### src/design/pcr_pkg.sv
// Shared types and constants for the pulse counter with rpm measurement.
package pcr_pkg;

  localparam int unsigned CH_W      = 5;
  localparam int unsigned CH_SPACE  = 32;
  localparam int unsigned SAMPLE_W  = 12;
  localparam int unsigned CNT_W     = 32;
  localparam int unsigned HOLD_W    = 8;
  localparam int unsigned HOLDCNT_W = 9;
  localparam int unsigned WIN_W     = 4;
  localparam int unsigned CFG_IDX_W = 2;
  localparam int unsigned CFG_DAT_W = 12;

  localparam logic [SAMPLE_W-1:0] HIGH_THR_RST   = 12'd3000;
  localparam logic [SAMPLE_W-1:0] LOW_THR_RST    = 12'd1000;
  localparam logic [HOLD_W-1:0]   CLEAR_HOLD_RST = 8'd20;
  localparam logic [WIN_W-1:0]    RPM_WINDOW_RST = 4'd5;

  typedef enum logic [1:0] {
    OP_SAMPLE = 2'd0,
    OP_CLEAR  = 2'd1,
    OP_RPM    = 2'd2,
    OP_STATUS = 2'd3
  } op_e;

  typedef enum logic [1:0] {
    RUN_STOP  = 2'd0,
    RUN_START = 2'd1,
    RUN_CLEAR = 2'd2
  } run_e;

  typedef enum logic [CFG_IDX_W-1:0] {
    CFG_HIGH_THR   = 2'd0,
    CFG_LOW_THR    = 2'd1,
    CFG_CLEAR_HOLD = 2'd2,
    CFG_RPM_WINDOW = 2'd3
  } cfg_idx_e;

  typedef enum logic [1:0] {
    ST_IDLE   = 2'd0,
    ST_EXEC   = 2'd1,
    ST_DIV    = 2'd2,
    ST_RESULT = 2'd3
  } state_e;

  typedef struct packed {
    logic [SAMPLE_W-1:0] high_threshold;
    logic [SAMPLE_W-1:0] low_threshold;
    logic [HOLD_W-1:0]   clear_hold;
    logic [WIN_W-1:0]    rpm_window;
  } cfg_t;

  typedef struct packed {
    logic [1:0]          opcode;
    logic [CH_W-1:0]     channel;
    logic [SAMPLE_W-1:0] sample;
    logic                count_mode;
    logic                rpm_mode;
    logic [CNT_W-1:0]    now_seconds;
  } in_item_t;

  typedef struct packed {
    logic [CH_W-1:0]  out_channel;
    logic [CNT_W-1:0] pulse_count;
    logic [CNT_W-1:0] rate_rpm;
    logic             level_high;
    logic [1:0]       run_state;
  } out_item_t;

endpackage

### src/design/pcr_cfg.sv
// Configuration registers for thresholds, clear hold and rpm window.
module pcr_cfg (
  input  logic                               clk_i,
  input  logic                               rst_ni,
  input  logic                               we_i,
  input  logic [pcr_pkg::CFG_IDX_W-1:0]      index_i,
  input  logic [pcr_pkg::CFG_DAT_W-1:0]      data_i,
  output pcr_pkg::cfg_t                      cfg_o
);

  pcr_pkg::cfg_t cfg_q, cfg_d;

  always_comb begin
    cfg_d = cfg_q;
    if (we_i) begin
      case (index_i)
        pcr_pkg::CFG_HIGH_THR:   cfg_d.high_threshold = data_i[pcr_pkg::SAMPLE_W-1:0];
        pcr_pkg::CFG_LOW_THR:    cfg_d.low_threshold  = data_i[pcr_pkg::SAMPLE_W-1:0];
        pcr_pkg::CFG_CLEAR_HOLD: cfg_d.clear_hold     = data_i[pcr_pkg::HOLD_W-1:0];
        pcr_pkg::CFG_RPM_WINDOW: cfg_d.rpm_window     = data_i[pcr_pkg::WIN_W-1:0];
        default:                 cfg_d = cfg_q;
      endcase
    end
  end

  always_ff @(posedge clk_i or negedge rst_ni) begin
    if (!rst_ni) begin
      cfg_q.high_threshold <= pcr_pkg::HIGH_THR_RST;
      cfg_q.low_threshold  <= pcr_pkg::LOW_THR_RST;
      cfg_q.clear_hold     <= pcr_pkg::CLEAR_HOLD_RST;
      cfg_q.rpm_window     <= pcr_pkg::RPM_WINDOW_RST;
    end else begin
      cfg_q <= cfg_d;
    end
  end

  assign cfg_o = cfg_q;

endmodule

### config.mk
export PLATFORM = sky130hd
export DESIGN_NAME = pcr_cfg
export DESIGN_NICKNAME = d
export VERILOG_FILES = /design/src/design/pcr_pkg.sv /design/src/design/pcr_cfg.sv
export SDC_FILE = /design/constraint.sdc
export NUM_CORES = 1
export LEC_CHECK = 0
export BUFFER_PORTS_ARGS = -buffer_cell sky130_fd_sc_hd__buf_2
export CAP_MARGIN = 20
export CORE_ASPECT_RATIO = 1.25
export CORE_MARGIN = 1
export CORE_UTILIZATION = 45
export CTS_BUF_LIST = sky130_fd_sc_hd__clkbuf_4
export DETAILED_ROUTE_END_ITERATION = 8
export HOLD_SLACK_MARGIN = 0.06
export PLACE_DENSITY_LB_ADDON = 0.2
export SLEW_MARGIN = 20
export SYNTH_ARGS = -nofsm -noshare
export SYNTH_HDL_FRONTEND = slang
export SYNTH_SLANG_ARGS = --single-unit
### constraint.sdc
create_clock -name clk_i -period 0.9 [get_ports clk_i]
set_input_delay 0.18 -clock clk_i [delete_from_list [all_inputs] [get_ports clk_i]]
set_output_delay 0.18 -clock clk_i [all_outputs]
set_load 0.01 [all_outputs]
; ---- Word-level counts from Yosys, hierarchy flattened
; Index checks and enable logic that the tools add are counted.
[op_classes]
eq_ne = 3
n_reduce_logical = 5
[ops]
columns = op, count
row1 = $reduce_and A2 Y1, 4
row2 = $eq A2 B2 Y1 const B, 2
row3 = $eq A2 B1 Y1 const B, 1
row4 = $logic_not A2 Y1, 1
[word_totals]
register_bits = 36
output_inout_bits = 36

; ---- Longest topological paths before layout
[depth]
ltp_word = 2
ltp_mapped = 3
depth_no_buf = 2

; ---- Worst setup path before layout
; OpenSTA, ideal clock, no wires.
[synth_timing]
path_type = input -> register
start = in index_i[1] in the netlist's numbering
end = reg cfg_q (netlist bit cfg_o[24])
setup_ps = 125
arrival_ps = 937
slack_ps = -162
path_stages = 3
cell_sequence = nor3b_2 > buf_4 > mux2_2
[synth_via]
elab_chain_len = 2
[synth_rtl]
columns = element, line_no
row1 = from (decl), pcr_cfg.sv:6  ; input logic [pcr_pkg::CFG_IDX_W-1:0] index_i,
row2 = $logic_not A2 Y1, pcr_cfg.sv:16  ; case (index_i)
row3 = $reduce_and A2 Y1 (no source line), -
row4 = to (signal assigned), pcr_cfg.sv:33  ; cfg_q <= cfg_d;
row5 = to (decl), pcr_cfg.sv:11  ; pcr_pkg::cfg_t cfg_q, cfg_d;
; No other way between the ends.
; A chain may end at the register's enable or synchronous reset.

; ---- Final worst setup path
[layout_timing]
start = reg cfg_q (netlist bit cfg_o[21])
end = out cfg_o[21] in the netlist's numbering
[layout_rtl]
columns = element, line_no
row1 = to (decl), pcr_cfg.sv:8  ; output pcr_pkg::cfg_t cfg_o
; No word-level cell between the ends.

==> impl_summary.txt <==
----------------------------------------------------
[Global routing]
  GRT met1 Usage ... 0.191
  Pin count of the biggest net entering global routing ... 37
  GR met3 Demand/Resource ... 0.0786
  M2 GR Usage ... 0.325
  Number of global-route vias before repair ... slightly above 900
  Initial antenna violation count ... 0
  Wire length of the first global-routing pass ... approximately 4.3 mm
  Global-route total usage across every layer ... 0.187
  Remaining global-route overflow ... 0
  GR peak layer ... met2

[Timing]
  Fin Clk Skew ... 0 ps
  Tightest slew margin relative to the limit ... 0.831
  Unrepaired setup endpoints after global routing ... true
  Endpoints failing setup ... 36
  Actual slew at the worst max-slew pin ... ~250 ps
  Maximum operating frequency ... 864 MHz
  Minimum clock period ... approximately 1200 ps
  Number of endpoints with negative hold slack in the final report ... 0
  Final count of pins violating max slew ... 0
  Worst setup slack after layout ... -257 ps
  Final cycle utilization of the critical path ... 1.29

[CTS]
  CTS max path bufs ... 2
  Number of buffers created by CTS ... 5
  Clock tree root driver cell ... sky130_fd_sc_hd__clkbuf_4
  Maximum level of the CTS H-tree ... 2
  Clk sinks ... 36
  Clock tree from TritonCTS ... yes
  Clock-pin slew reported for the worst setup and hold paths after clock tree synthesis ... roughly 90 ps
  Clock latency reported for the late side of the worst-skew pair ... ~320 ps

[Cells and area]
  Share of layout cells above drive strength 1 ... 0.840
  Max FFs per register ... 36
  Area of the multi-input gates ... roughly 470 um^2
  Area used by sequential logic in the layout ... 922 um^2
  Layout filler cell count ... between 200 and 250
  Leading cell type in the layout, fill and taps excluded ... sky130_fd_sc_hd__buf_2
  Commonest non-fill, non-tap cells in the layout ... sky130_fd_sc_hd__buf_2 (34), sky130_fd_sc_hd__mux2_2 (30), sky130_fd_sc_hd__buf_6 (20)
  Layout net count ... 166
  Final core utilization ... 0.691
  Ant. Diodes ... 0
  Signed area change from the synthesized netlist to the final layout ... 46.9%
  Filler-free cell count of the finished design ... about 190
  Layout Cell Area excl Fill ... around 2000 um^2

[Floorplan]
  Vertical die dimension ... 63.7 um
  Initial standard-cell utilization of the core ... 0.470
  Number of placement rows ... 22
  Die width ... a little over 50 um
  I/O Pins ... between 50 and 60
  DIE AREA ... around 3300 um^2
  Area of the placeable core ... approximately 2900 um^2

[Flow run]
  MaxCap Viol Count ... 0

[Placed design]
  Buffers added on ports ... 52
  Placed Cells ... 170
  Half-perimeter wire length after detailed placement ... ~1.9 mm
  Placement-stage cell area ... about 1800 um^2
  Placer congestion estimate ... 0.654

[Worst hold path]
  Type of the most critical hold path ... in -> reg

[Setup path]
  Worst-path cell with the longest stage delay ... sky130_fd_sc_hd__dfstp_2
  Critical-path cell list ... buf_6
  Family with the most delay on the worst path ... flip-flops
  Stage delay of the slowest cell on the critical path ... roughly 560 ps
  Data required time at the worst endpoint ... between 700 and 800 ps
  Data arrival, critical path ... 980 ps
  Crit path launch type ... register
  Critical setup path kind ... reg -> out
  Number of buffer and inverter instances along the worst setup path ... 1
  Crit path capture type ... primary output
  Worst-path fanout max ... 2

[Yosys]
  Sequential-to-total area share from yosys stat ... 0.672
  Post-synthesis cell type count ... 8
  Mapped Avg Cell Area ... about 18 um^2
  Area of the mapped netlist ... about 1400 um^2
  Yosys synthesis warning count ... 0
  Synth Net Count ... 95
  Synthesis-stage register bit count ... 36
  Synthesized instance count ... 78

[Power and ir drop]
  Leakage power ... roughly 0.94 nW
  Worst IR Drop VDD ... around 0.0018 V
  Power density relative to cell area ... roughly 2100 nW/um^2

[Drt]
  Per-cell routed wire length ... around 14 um
  Final ANT Viol Nets ... 0
  Via count ... ~920
  Drt drc ... 0
  First DRT Iteration DRCs ... 5
  Via density per instance ... about 5
  Final Routed Wirelength ... roughly 2.6 mm
  Number of iterations in the first detailed-routing pass ... 2

[Status]
  Result of the run ... complete, but fails checks
  Failing checks ... negative setup slack

----------------------------------------------------
==> report_power, final <==
group	internal (mW)	leakage, nW	total, mW	switching, mW
logic	0.785	0.507	1.24	0.452
clock network	0.361	0.0338	0.824	0.463
registers	2.03	0.403	2.22	0.189
total	3.18	0.944	4.28	1.10
==> timing repair <==
item                       CTS  global route
gates resized for setup     17             4
hold buffers                 1             0
setup endpoints to repair   36            40
hold endpoints to repair    36             0
setup buffers                6             2
==> Yosys cell counts <==
master / number / area (um^2)
sky130_fd_sc_hd__nand3b_1: 2 / 15.0
sky130_fd_sc_hd__nor3b_2: 1 / 12.5
sky130_fd_sc_hd__dfstp_2: 17 / 447
sky130_fd_sc_hd__dfrtp_1: 19 / 475
sky130_fd_sc_hd__buf_4: 1 / 7.51
sky130_fd_sc_hd__mux2_2: 36 / 405
sky130_fd_sc_hd__buf_2: 1 / 5.00
sky130_fd_sc_hd__nand3_1: 1 / 5.00
==> through the flow <==
step | hold WS [ps] | setup slack (ps) | TNS [ps] | power [mW]
5_1_grt | 77.5 | -310 | -8570 | 4.53
4_1_cts | 75.3 | -279 | -7460 | 4.30
3_5_place_dp | 155 | -247 | -7030 | 3.18
6_report | 96.2 | -257 | -6640 | 4.28
2_1_floorplan | -116 | -101 | -1210 | 2.70
3_3_place_gp | 153 | -228 | -6620 | 3.14
==> path summary, 6_finish.rpt <==
check | end | depth (start not counted) | start | slack, ps
max in group asynchronous | cfg_o[0] | 3 | rst_ni | 310
worst max-delay path | cfg_o[21] | 1 | cfg_o[21] | -260
min in group asynchronous | cfg_o[10] | 3 | rst_ni | 340
worst max register to register | cfg_o[26] | 2 | cfg_o[26] | 10
worst min register to register | cfg_o[16] | 1 | cfg_o[16] | 510
worst min-delay path | cfg_o[32] | 2 | data_i[8] | 100
==> per-layer routing <==
metal  share of wire  vias to the layer above  wire length [um]
li1                -                      421                 -
met1            0.39                      458              1030
met2            0.53                       36              1400
met3           0.060                        2               157
met4           0.012                        0                31
met5               0                        -                 0
==> final cells by class <==
class | count | area share
clock inverter | 1 | 0.00186
tap | 36 | 0.0223
clock buffer | 7 | 0.0261
timing repair buffer | 66 | 0.261
sequential | 36 | 0.457
multi-input combinational | 40 | 0.232
==> logic make-up after synthesis <==
logic type             synth area share
multiplexers                      0.295
buffers and inverters           0.00911
flip-flops                        0.672
AND/OR/NAND/NOR                  0.0237
Power figures use the tool's default switching activity.
