<file path="config.mk">
export PLATFORM = sky130hd
export DESIGN_NAME = pcr_div
export DESIGN_NICKNAME = d
export VERILOG_FILES = /design/src/design/pcr_pkg.sv /design/src/design/pcr_div.sv
export SDC_FILE = /design/constraint.sdc
export NUM_CORES = 1
export LEC_CHECK = 0
export BUFFER_PORTS_ARGS = -buffer_cell sky130_fd_sc_hd__buf_2
export CAP_MARGIN = 20
export CORE_ASPECT_RATIO = 0.6
export CORE_MARGIN = 2
export CORE_UTILIZATION = 51
export DETAILED_ROUTE_END_ITERATION = 10
export PLACE_DENSITY = 0.81
export SLEW_MARGIN = 10
export SYNTH_ARGS = -nofsm -noshare
export SYNTH_HDL_FRONTEND = slang
export SYNTH_SLANG_ARGS = --single-unit
</file>
<file path="constraint.sdc">
create_clock -name clk_i -period 3.38 [get_ports clk_i]
set_input_delay 0.169 -clock clk_i [delete_from_list [all_inputs] [get_ports clk_i]]
set_output_delay 0.169 -clock clk_i [all_outputs]
set_load 0.05 [all_outputs]
</file>
<file path="src/design/pcr_pkg.sv">
// Shared types and constants for the pulse counter with rpm measurement.
package pcr_pkg;

  localparam int unsigned CH_W      = 5;
  localparam int unsigned CH_SPACE  = 32;
  localparam int unsigned SAMPLE_W  = 12;
  localparam int unsigned CNT_W     = 32;
  localparam int unsigned HOLD_W    = 8;
  localparam int unsigned HOLDCNT_W = 9;
  localparam int unsigned WIN_W     = 4;
  localparam int unsigned CFG_IDX_W = 2;
  localparam int unsigned CFG_DAT_W = 12;

  localparam logic [SAMPLE_W-1:0] HIGH_THR_RST   = 12'd3000;
  localparam logic [SAMPLE_W-1:0] LOW_THR_RST    = 12'd1000;
  localparam logic [HOLD_W-1:0]   CLEAR_HOLD_RST = 8'd20;
  localparam logic [WIN_W-1:0]    RPM_WINDOW_RST = 4'd5;

  typedef enum logic [1:0] {
    OP_SAMPLE = 2'd0,
    OP_CLEAR  = 2'd1,
    OP_RPM    = 2'd2,
    OP_STATUS = 2'd3
  } op_e;

  typedef enum logic [1:0] {
    RUN_STOP  = 2'd0,
    RUN_START = 2'd1,
    RUN_CLEAR = 2'd2
  } run_e;

  typedef enum logic [CFG_IDX_W-1:0] {
    CFG_HIGH_THR   = 2'd0,
    CFG_LOW_THR    = 2'd1,
    CFG_CLEAR_HOLD = 2'd2,
    CFG_RPM_WINDOW = 2'd3
  } cfg_idx_e;

  typedef enum logic [1:0] {
    ST_IDLE   = 2'd0,
    ST_EXEC   = 2'd1,
    ST_DIV    = 2'd2,
    ST_RESULT = 2'd3
  } state_e;

  typedef struct packed {
    logic [SAMPLE_W-1:0] high_threshold;
    logic [SAMPLE_W-1:0] low_threshold;
    logic [HOLD_W-1:0]   clear_hold;
    logic [WIN_W-1:0]    rpm_window;
  } cfg_t;

  typedef struct packed {
    logic [1:0]          opcode;
    logic [CH_W-1:0]     channel;
    logic [SAMPLE_W-1:0] sample;
    logic                count_mode;
    logic                rpm_mode;
    logic [CNT_W-1:0]    now_seconds;
  } in_item_t;

  typedef struct packed {
    logic [CH_W-1:0]  out_channel;
    logic [CNT_W-1:0] pulse_count;
    logic [CNT_W-1:0] rate_rpm;
    logic             level_high;
    logic [1:0]       run_state;
  } out_item_t;

endpackage

</file>
<file path="src/design/pcr_div.sv">
// Iterative restoring divider, one quotient bit per cycle.
module pcr_div (
  input  logic                           clk_i,
  input  logic                           rst_ni,
  input  logic                           start_i,
  input  logic [pcr_pkg::CNT_W-1:0]      dividend_i,
  input  logic [pcr_pkg::CNT_W-1:0]      divisor_i,
  output logic                           done_o,
  output logic [pcr_pkg::CNT_W-1:0]      quotient_o
);

  localparam int unsigned W   = pcr_pkg::CNT_W;
  localparam int unsigned IT_W = $clog2(W);

  logic            busy_q, busy_d;
  logic            done_q, done_d;
  logic [IT_W-1:0] iter_q, iter_d;
  logic [W:0]      rem_q, rem_d;
  logic [W-1:0]    quo_q, quo_d;
  logic [W-1:0]    dsr_q, dsr_d;
  logic [W:0]      rem_sh;
  logic [W:0]      diff;

  always_comb begin
    busy_d = busy_q;
    done_d = 1'b0;
    iter_d = iter_q;
    rem_d  = rem_q;
    quo_d  = quo_q;
    dsr_d  = dsr_q;
    rem_sh = {rem_q[W-1:0], quo_q[W-1]};
    diff   = rem_sh - {1'b0, dsr_q};
    if (start_i) begin
      busy_d = 1'b1;
      iter_d = '0;
      rem_d  = '0;
      quo_d  = dividend_i;
      dsr_d  = divisor_i;
    end else if (busy_q) begin
      if (!diff[W]) begin
        rem_d = diff;
        quo_d = {quo_q[W-2:0], 1'b1};
      end else begin
        rem_d = rem_sh;
        quo_d = {quo_q[W-2:0], 1'b0};
      end
      iter_d = iter_q + 1'b1;
      if (iter_q == IT_W'(W - 1)) begin
        busy_d = 1'b0;
        done_d = 1'b1;
      end
    end
  end

  always_ff @(posedge clk_i or negedge rst_ni) begin
    if (!rst_ni) begin
      busy_q <= 1'b0;
      done_q <= 1'b0;
      iter_q <= '0;
    end else begin
      busy_q <= busy_d;
      done_q <= done_d;
      iter_q <= iter_d;
    end
  end

  always_ff @(posedge clk_i) begin
    rem_q <= rem_d;
    quo_q <= quo_d;
    dsr_q <= dsr_d;
  end

  assign done_o     = done_q;
  assign quotient_o = quo_q;

endmodule

</file>
### Word-level counts from Yosys, hierarchy flattened

Cells that the tools add are included.

| storage, ports and cells | value |
|---|---|
| flip-flop bits (word level) | 103 |
| output and inout port bits | 33 |
| logic and storage cells | 22 |

| operators by class | value |
|---|---|
| add/subtract/negate cells | 2 |
| equal/unequal tests | 1 |
| mux-type cells | 12 |
| reduce and logical (&&, ||, !) cells | 1 |

Operator list:

| operator | number |
|---|---|
| 32-bit two-way mux | 3 |
| 33-bit by 32-bit subtractor with 33-bit output | 1 |
| 5-bit two-way mux | 2 |
| 1-bit two-way mux | 7 |
| 5-bit by 1-bit adder with 5-bit output (second input constant) | 1 |
| 5-bit == test (second input constant) | 1 |
| 2-bit nonzero test | 1 |

### Longest topological paths before layout

| depth | value |
|---|---|
| depth in word-level cells | 4 |
| mapped depth | 13 |

### Worst setup path after synthesis

OpenSTA, ideal clock, no wires.

| timing path | value |
|---|---|
| kind | reg-to-reg |
| start | register quo_q[31], in the netlist quotient_o[31] |
| end | register rem_q[0] |
| setup time | 0.086 ns |
| data arrival time | 3.960 ns |
| required time | 3.294 ns |
| path slack | -0.665 ns |
| stages on the path, launching flop included | 13 |
| buffers on the path | 0 |
| period minus slack after synthesis | 4.045 ns |
| cell sequence | edfxtp_1 inv_1 ha_1 fa_1 nand2b_1 a21o_1 a2111o_1 a2111o_1 a211oi_4 a41oi_2 xnor2_4 mux2_2 a211oi_1 |

| between the ends | value |
|---|---|
| longest elaborated chain between the ends | 2 |

Ends and longest elaborated chain:

| what | RTL line | text |
|---|---|---|
| start, declared | pcr_div.sv:19 | `logic [W-1:0] quo_q, quo_d;` |
| start signal, assigned | pcr_div.sv:69 | `quo_q <= quo_d;` |
| 33-bit by 32-bit subtractor with 33-bit output | pcr_div.sv:32 | `diff = rem_sh - {1'b0, dsr_q};` |
| 32-bit two-way mux (*) | pcr_div.sv:40 | `if (!diff[W]) begin` |
| end signal, assigned | pcr_div.sv:68 | `rem_q <= rem_d;` |
| end, declared | pcr_div.sv:18 | `logic [W:0] rem_q, rem_d;` |

Mark *: on every way between the ends. The rest lies on a longest branch, timed or not.
A chain may end at the register's enable or synchronous reset.

### Worst setup path in the final report

| timing path | value |
|---|---|
| start | register dsr_q[0] |
| end | register rem_q[1] |

| between the ends | value |
|---|---|
| longest elaborated chain between the ends | 2 |

Ends and longest elaborated chain:

| what | RTL line | text |
|---|---|---|
| start, declared | pcr_div.sv:20 | `logic [W-1:0] dsr_q, dsr_d;` |
| start signal, assigned | pcr_div.sv:70 | `dsr_q <= dsr_d;` |
| 33-bit by 32-bit subtractor with 33-bit output | pcr_div.sv:32 |  |
| 32-bit two-way mux | pcr_div.sv:40 |  |

No other way between the ends.

==> results_tabular.tex <==
\begin{tabular}{lr}
\hline
Metric & Value \\
\hline
\multicolumn{2}{l}{\textbf{Run status}} \\
\quad Run status & finished, violations left \\
\quad Failing checks & negative setup slack \\
\multicolumn{2}{l}{\textbf{Floorplanning}} \\
\quad Floorplan row count & 30 \\
\quad Die ar. & 0.0122 mm\^{}2 \\
\quad I/O pin total & 100 \\
\quad Die X-Extent & 141 um \\
\quad Starting density of the core & 51.7\% \\
\quad Core area & 0.0111 mm\^{}2 \\
\quad Die span in y & 86.4 um \\
\multicolumn{2}{l}{\textbf{CTS}} \\
\quad TritonCTS clock tree & built \\
\quad Deepest level of the CTS H-tree & 3 \\
\quad Maximum root-to-sink buffer count & 2 \\
\quad Clock transition time at the flip-flop clock pins of the worst setup and hold paths & 70 ps \\
\quad Clock Sinks & 103 \\
\quad Latest clock arrival within the worst-skew pair & 360 ps \\
\quad Root Driver & sky130\_fd\_sc\_hd\_\_clkbuf\_16 \\
\quad TritonCTS Buffers & 9 \\
\multicolumn{2}{l}{\textbf{Final layout}} \\
\quad Fin nets & 784 \\
\quad N\_diodes & 0 \\
\quad Final Core Density & 66.4\% \\
\quad Synthesis-to-layout area growth & 28.4\% \\
\quad Commonest non-fill, non-tap cell in the layout & sky130\_fd\_sc\_hd\_\_buf\_2 \\
\quad Fill count & 825 \\
\quad Most frequent cells in the layout & 98 x sky130\_fd\_sc\_hd\_\_buf\_2, 64 x sky130\_fd\_sc\_hd\_\_edfxtp\_1, 51 x sky130\_fd\_sc\_hd\_\_nor2\_1 \\
\quad Final instance area & 0.00741 mm\^{}2 \\
\quad Combined area of the multi-input logic cells & 0.00288 mm\^{}2 \\
\quad Register Area & 0.00274 mm\^{}2 \\
\quad Fraction of final layout cells sized beyond drive strength 1 & 30.0\% \\
\multicolumn{2}{l}{\textbf{Global route}} \\
\quad Via count of the first global-routing pass & 4502 \\
\quad Overall overflow remaining after global route & 0 \\
\quad Number of antenna violations at the first check in global routing & 0 \\
\quad Pin count of the biggest net entering global routing & 67 \\
\quad Wire length of the first global-routing pass & 21900 um \\
\quad Total routing usage reported by global routing & 22.6\% \\
\multicolumn{2}{l}{\textbf{Detailed routing}} \\
\quad Number of DRC violations after detailed-routing iteration 0 & 383 \\
\quad First-pass iteration count of the detailed router & 5 \\
\quad Detail Route Antenna Nets & 0 \\
\quad DR WL/cell & 16.4 um \\
\quad Final WL & 13600 um \\
\quad DRC violations left & 0 \\
\quad Via-to-Cell Ratio & 5.49 \\
\quad Routed vias & 4565 \\
\multicolumn{2}{l}{\textbf{Pwr}} \\
\quad Peak ir drop on the vdd network & 371 uV \\
\quad Relative contribution of the clock network to total power & 19.8\% \\
\quad Net switching power figure & 2.08 mW \\
\quad Fraction of power spent switching nets & 37.7\% \\
\quad Pwr dens & 745 mW/mm\^{}2 \\
\quad Internal portion of total power & 3.44 mW \\
\quad Portion of total power attributed to combinational logic & 48.1\% \\
\quad Leakage power summed over all cells & 3.31 nW \\
\quad Part of the power in registers & 32.0\% \\
\multicolumn{2}{l}{\textbf{Logic synthesis}} \\
\quad Register area share after synthesis & 47.5\% \\
\quad Yosys warning count & 0 \\
\quad Dominant register cell in the synthesized netlist & sky130\_fd\_sc\_hd\_\_edfxtp\_1 \\
\quad Yosys cell types & 49 \\
\quad Total nets after synthesis & 630 \\
\quad Flip-flop and latch count after synthesis & 103 \\
\quad Per-instance average area after synthesis & 10.9 um\^{}2 \\
\quad Number of enable-type register cells in the synthesized netlist & 64 \\
\quad Share of flip-flops with an asynchronous set or reset after synthesis & 6.80\% \\
\quad Cell Area, Synth & 0.00577 mm\^{}2 \\
\quad Cell count after synthesis & 528 \\
\multicolumn{2}{l}{\textbf{Setup path}} \\
\quad Peak fanout along the critical path & 4 \\
\quad WS Path Type & reg2reg \\
\quad Data required time at the worst endpoint & 3660 ps \\
\quad Nature of the critical path endpoint & register \\
\quad R2R setup slack & -320 ps \\
\quad Kind of launch point of the worst setup path & register \\
\quad Data arrival time at the worst-slack endpoint & 3980 ps \\
\multicolumn{2}{l}{\textbf{STA}} \\
\quad Final setup violating endpoints & 33 \\
\quad Final-report max-slew violation count & 0 \\
\quad Final Hold Fails & 0 \\
\quad Post-layout minimum cycle time & 3700 ps \\
\quad Period utilization & 110\% \\
\quad Max Clock Skew & 9.52 ps \\
\quad Maximum clock rate & 0.270 GHz \\
\quad Unrepaired setup endpoints after global routing & true \\
\quad Measured slew at the worst slew-check pin & 749 ps \\
\quad Final Worst Setup Slack & -324 ps \\
\quad Worst relative slew slack & 50.1\% \\
\multicolumn{2}{l}{\textbf{Worst hold path}} \\
\quad Path type of the worst min-delay path & in2reg \\
\multicolumn{2}{l}{\textbf{Placement}} \\
\quad Placed instance area & 0.00653 mm\^{}2 \\
\quad Placer Congestion & 0.930 \\
\quad Buffers on Ports & 99 \\
\quad Post-place setup slack & -291 ps \\
\quad Half-perimeter wire length after detailed placement & 9150 um \\
\multicolumn{2}{l}{\textbf{Job}} \\
\quad Max-cap violations & 0 \\
\hline
\end{tabular}
-- flip-flops by register name, summed over array words and instances, names as in the netlist --
name / cells
busy_q: 1
quotient_o: 32
done_o: 1
rem_q: 32
iter_q: 5
dsr_q: 32
-- layer usage --
layer / vias up / global-route usage, % / wire, um
met5: - / 0 / 0
met4: 0 / 5.27 / 148
met3: 12 / 5.19 / 585
met2: 118 / 35.3 / 6470
met1: 2192 / 32.2 / 6410
li1: 2243 / - / -
-- stage by stage --
step	hold WS (ps)	setup TNS, ps	total power, mW	std cells
3_5_place_dp	8.58	-6970	4.03	770
3_3_place_gp	4.19	-2270	3.95	770
5_1_grt	106	-10510	5.82	831
4_1_cts	103	-6260	5.44	829
2_1_floorplan	-127	-16530	3.50	528
6_report	110	-7640	5.52	831
-- critical path, cell delays in order, from the launching register on --
cell and delay [ps]:
sky130_fd_sc_hd__edfxtp_1 430, sky130_fd_sc_hd__ha_4 200, sky130_fd_sc_hd__fa_2 340, sky130_fd_sc_hd__nand2b_4 150, sky130_fd_sc_hd__a21o_1 170, sky130_fd_sc_hd__a2111o_1 440
sky130_fd_sc_hd__a2111o_1 430, sky130_fd_sc_hd__a211oi_4 300, sky130_fd_sc_hd__a41oi_4 180, sky130_fd_sc_hd__xnor2_4 230, sky130_fd_sc_hd__buf_4 160, sky130_fd_sc_hd__buf_4 120
sky130_fd_sc_hd__mux2_2 350, sky130_fd_sc_hd__o22ai_1 130
-- cell type report --
| cell class | count | share of cell area, % |
|---|---|---|
| clock buffers | 9 | 3.04 |
| clock inverters | 7 | 1.23 |
| inverters | 44 | 2.23 |
| multi-input cells | 359 | 38.9 |
| flip-flops and latches | 103 | 37.0 |
| well taps | 144 | 2.43 |
| repair buffers | 165 | 15.2 |
-- worst paths after layout --
kind,to,cells after the start,from
setup reg to reg,rem_q[1],13,dsr_q[0]
min in group asynchronous,iter_q[2],2,rst_ni
setup / recovery,rem_q[1],13,dsr_q[0]
hold / removal,rem_q[0],2,start_i
max in group asynchronous,busy_q,2,rst_ni
hold reg to reg,rem_q[18],2,rem_q[18]
-- kinds of logic (layout without fill, tap and decap cells) --
family | after synthesis | in the layout | synth area share, %
compound gates | 121 | 121 | 14.7
simple gates | 109 | 109 | 8.66
flops | 103 | 103 | 47.5
buf+inv | 66 | 225 | 4.69
mux | 64 | 64 | 11.9
fa+ha+maj | 35 | 35 | 7.72
xor+xnor | 30 | 30 | 4.88
-- power groups by stage --
stage / Sequential, mW / Clock [mW] / Combinational (mW)
floorplan: 1.90 / 0 / 1.60
global placement: 1.76 / 0 / 2.19
detailed placement: 1.77 / 0 / 2.26
CTS: 1.76 / 1.12 / 2.57
global route: 1.79 / 1.16 / 2.87
finish: 1.77 / 1.09 / 2.66
-- synth_stat cells, drive strengths merged (4+ instances only) --
cell	instances	share of area, %
inv	44	2.9
mux2	35	6.8
nor2	51	3.3
dfxtp	32	11
a31oi	5	0.54
dfrtp	7	3.0
a21o	17	2.2
buf	5	0.72
mux2i	29	5.0
and3	9	0.98
a211oi	31	4.3
o21a	4	0.52
xor2	12	1.8
nand4	5	0.54
a21oi	28	2.4
a31o	4	0.61
edfxtp	64	33
nand2	21	1.4
ha	34	7.4
and2	5	0.54
xnor2	18	3.1
nand2b	6	0.65
a311oi	4	0.61
clkbuf	17	1.1
o21ai	11	0.95
nand3	6	0.52
-- what timing repair did --
item	CTS	global route
endpoints found under the setup margin	33	33
pin swaps	12	4
resized for setup	11	10
setup buffers	8	3
cloned	2	0
hold buffers	33	0
hold endpoints to repair	39	0
No activity file was read; power rests on OpenSTA's default activity.
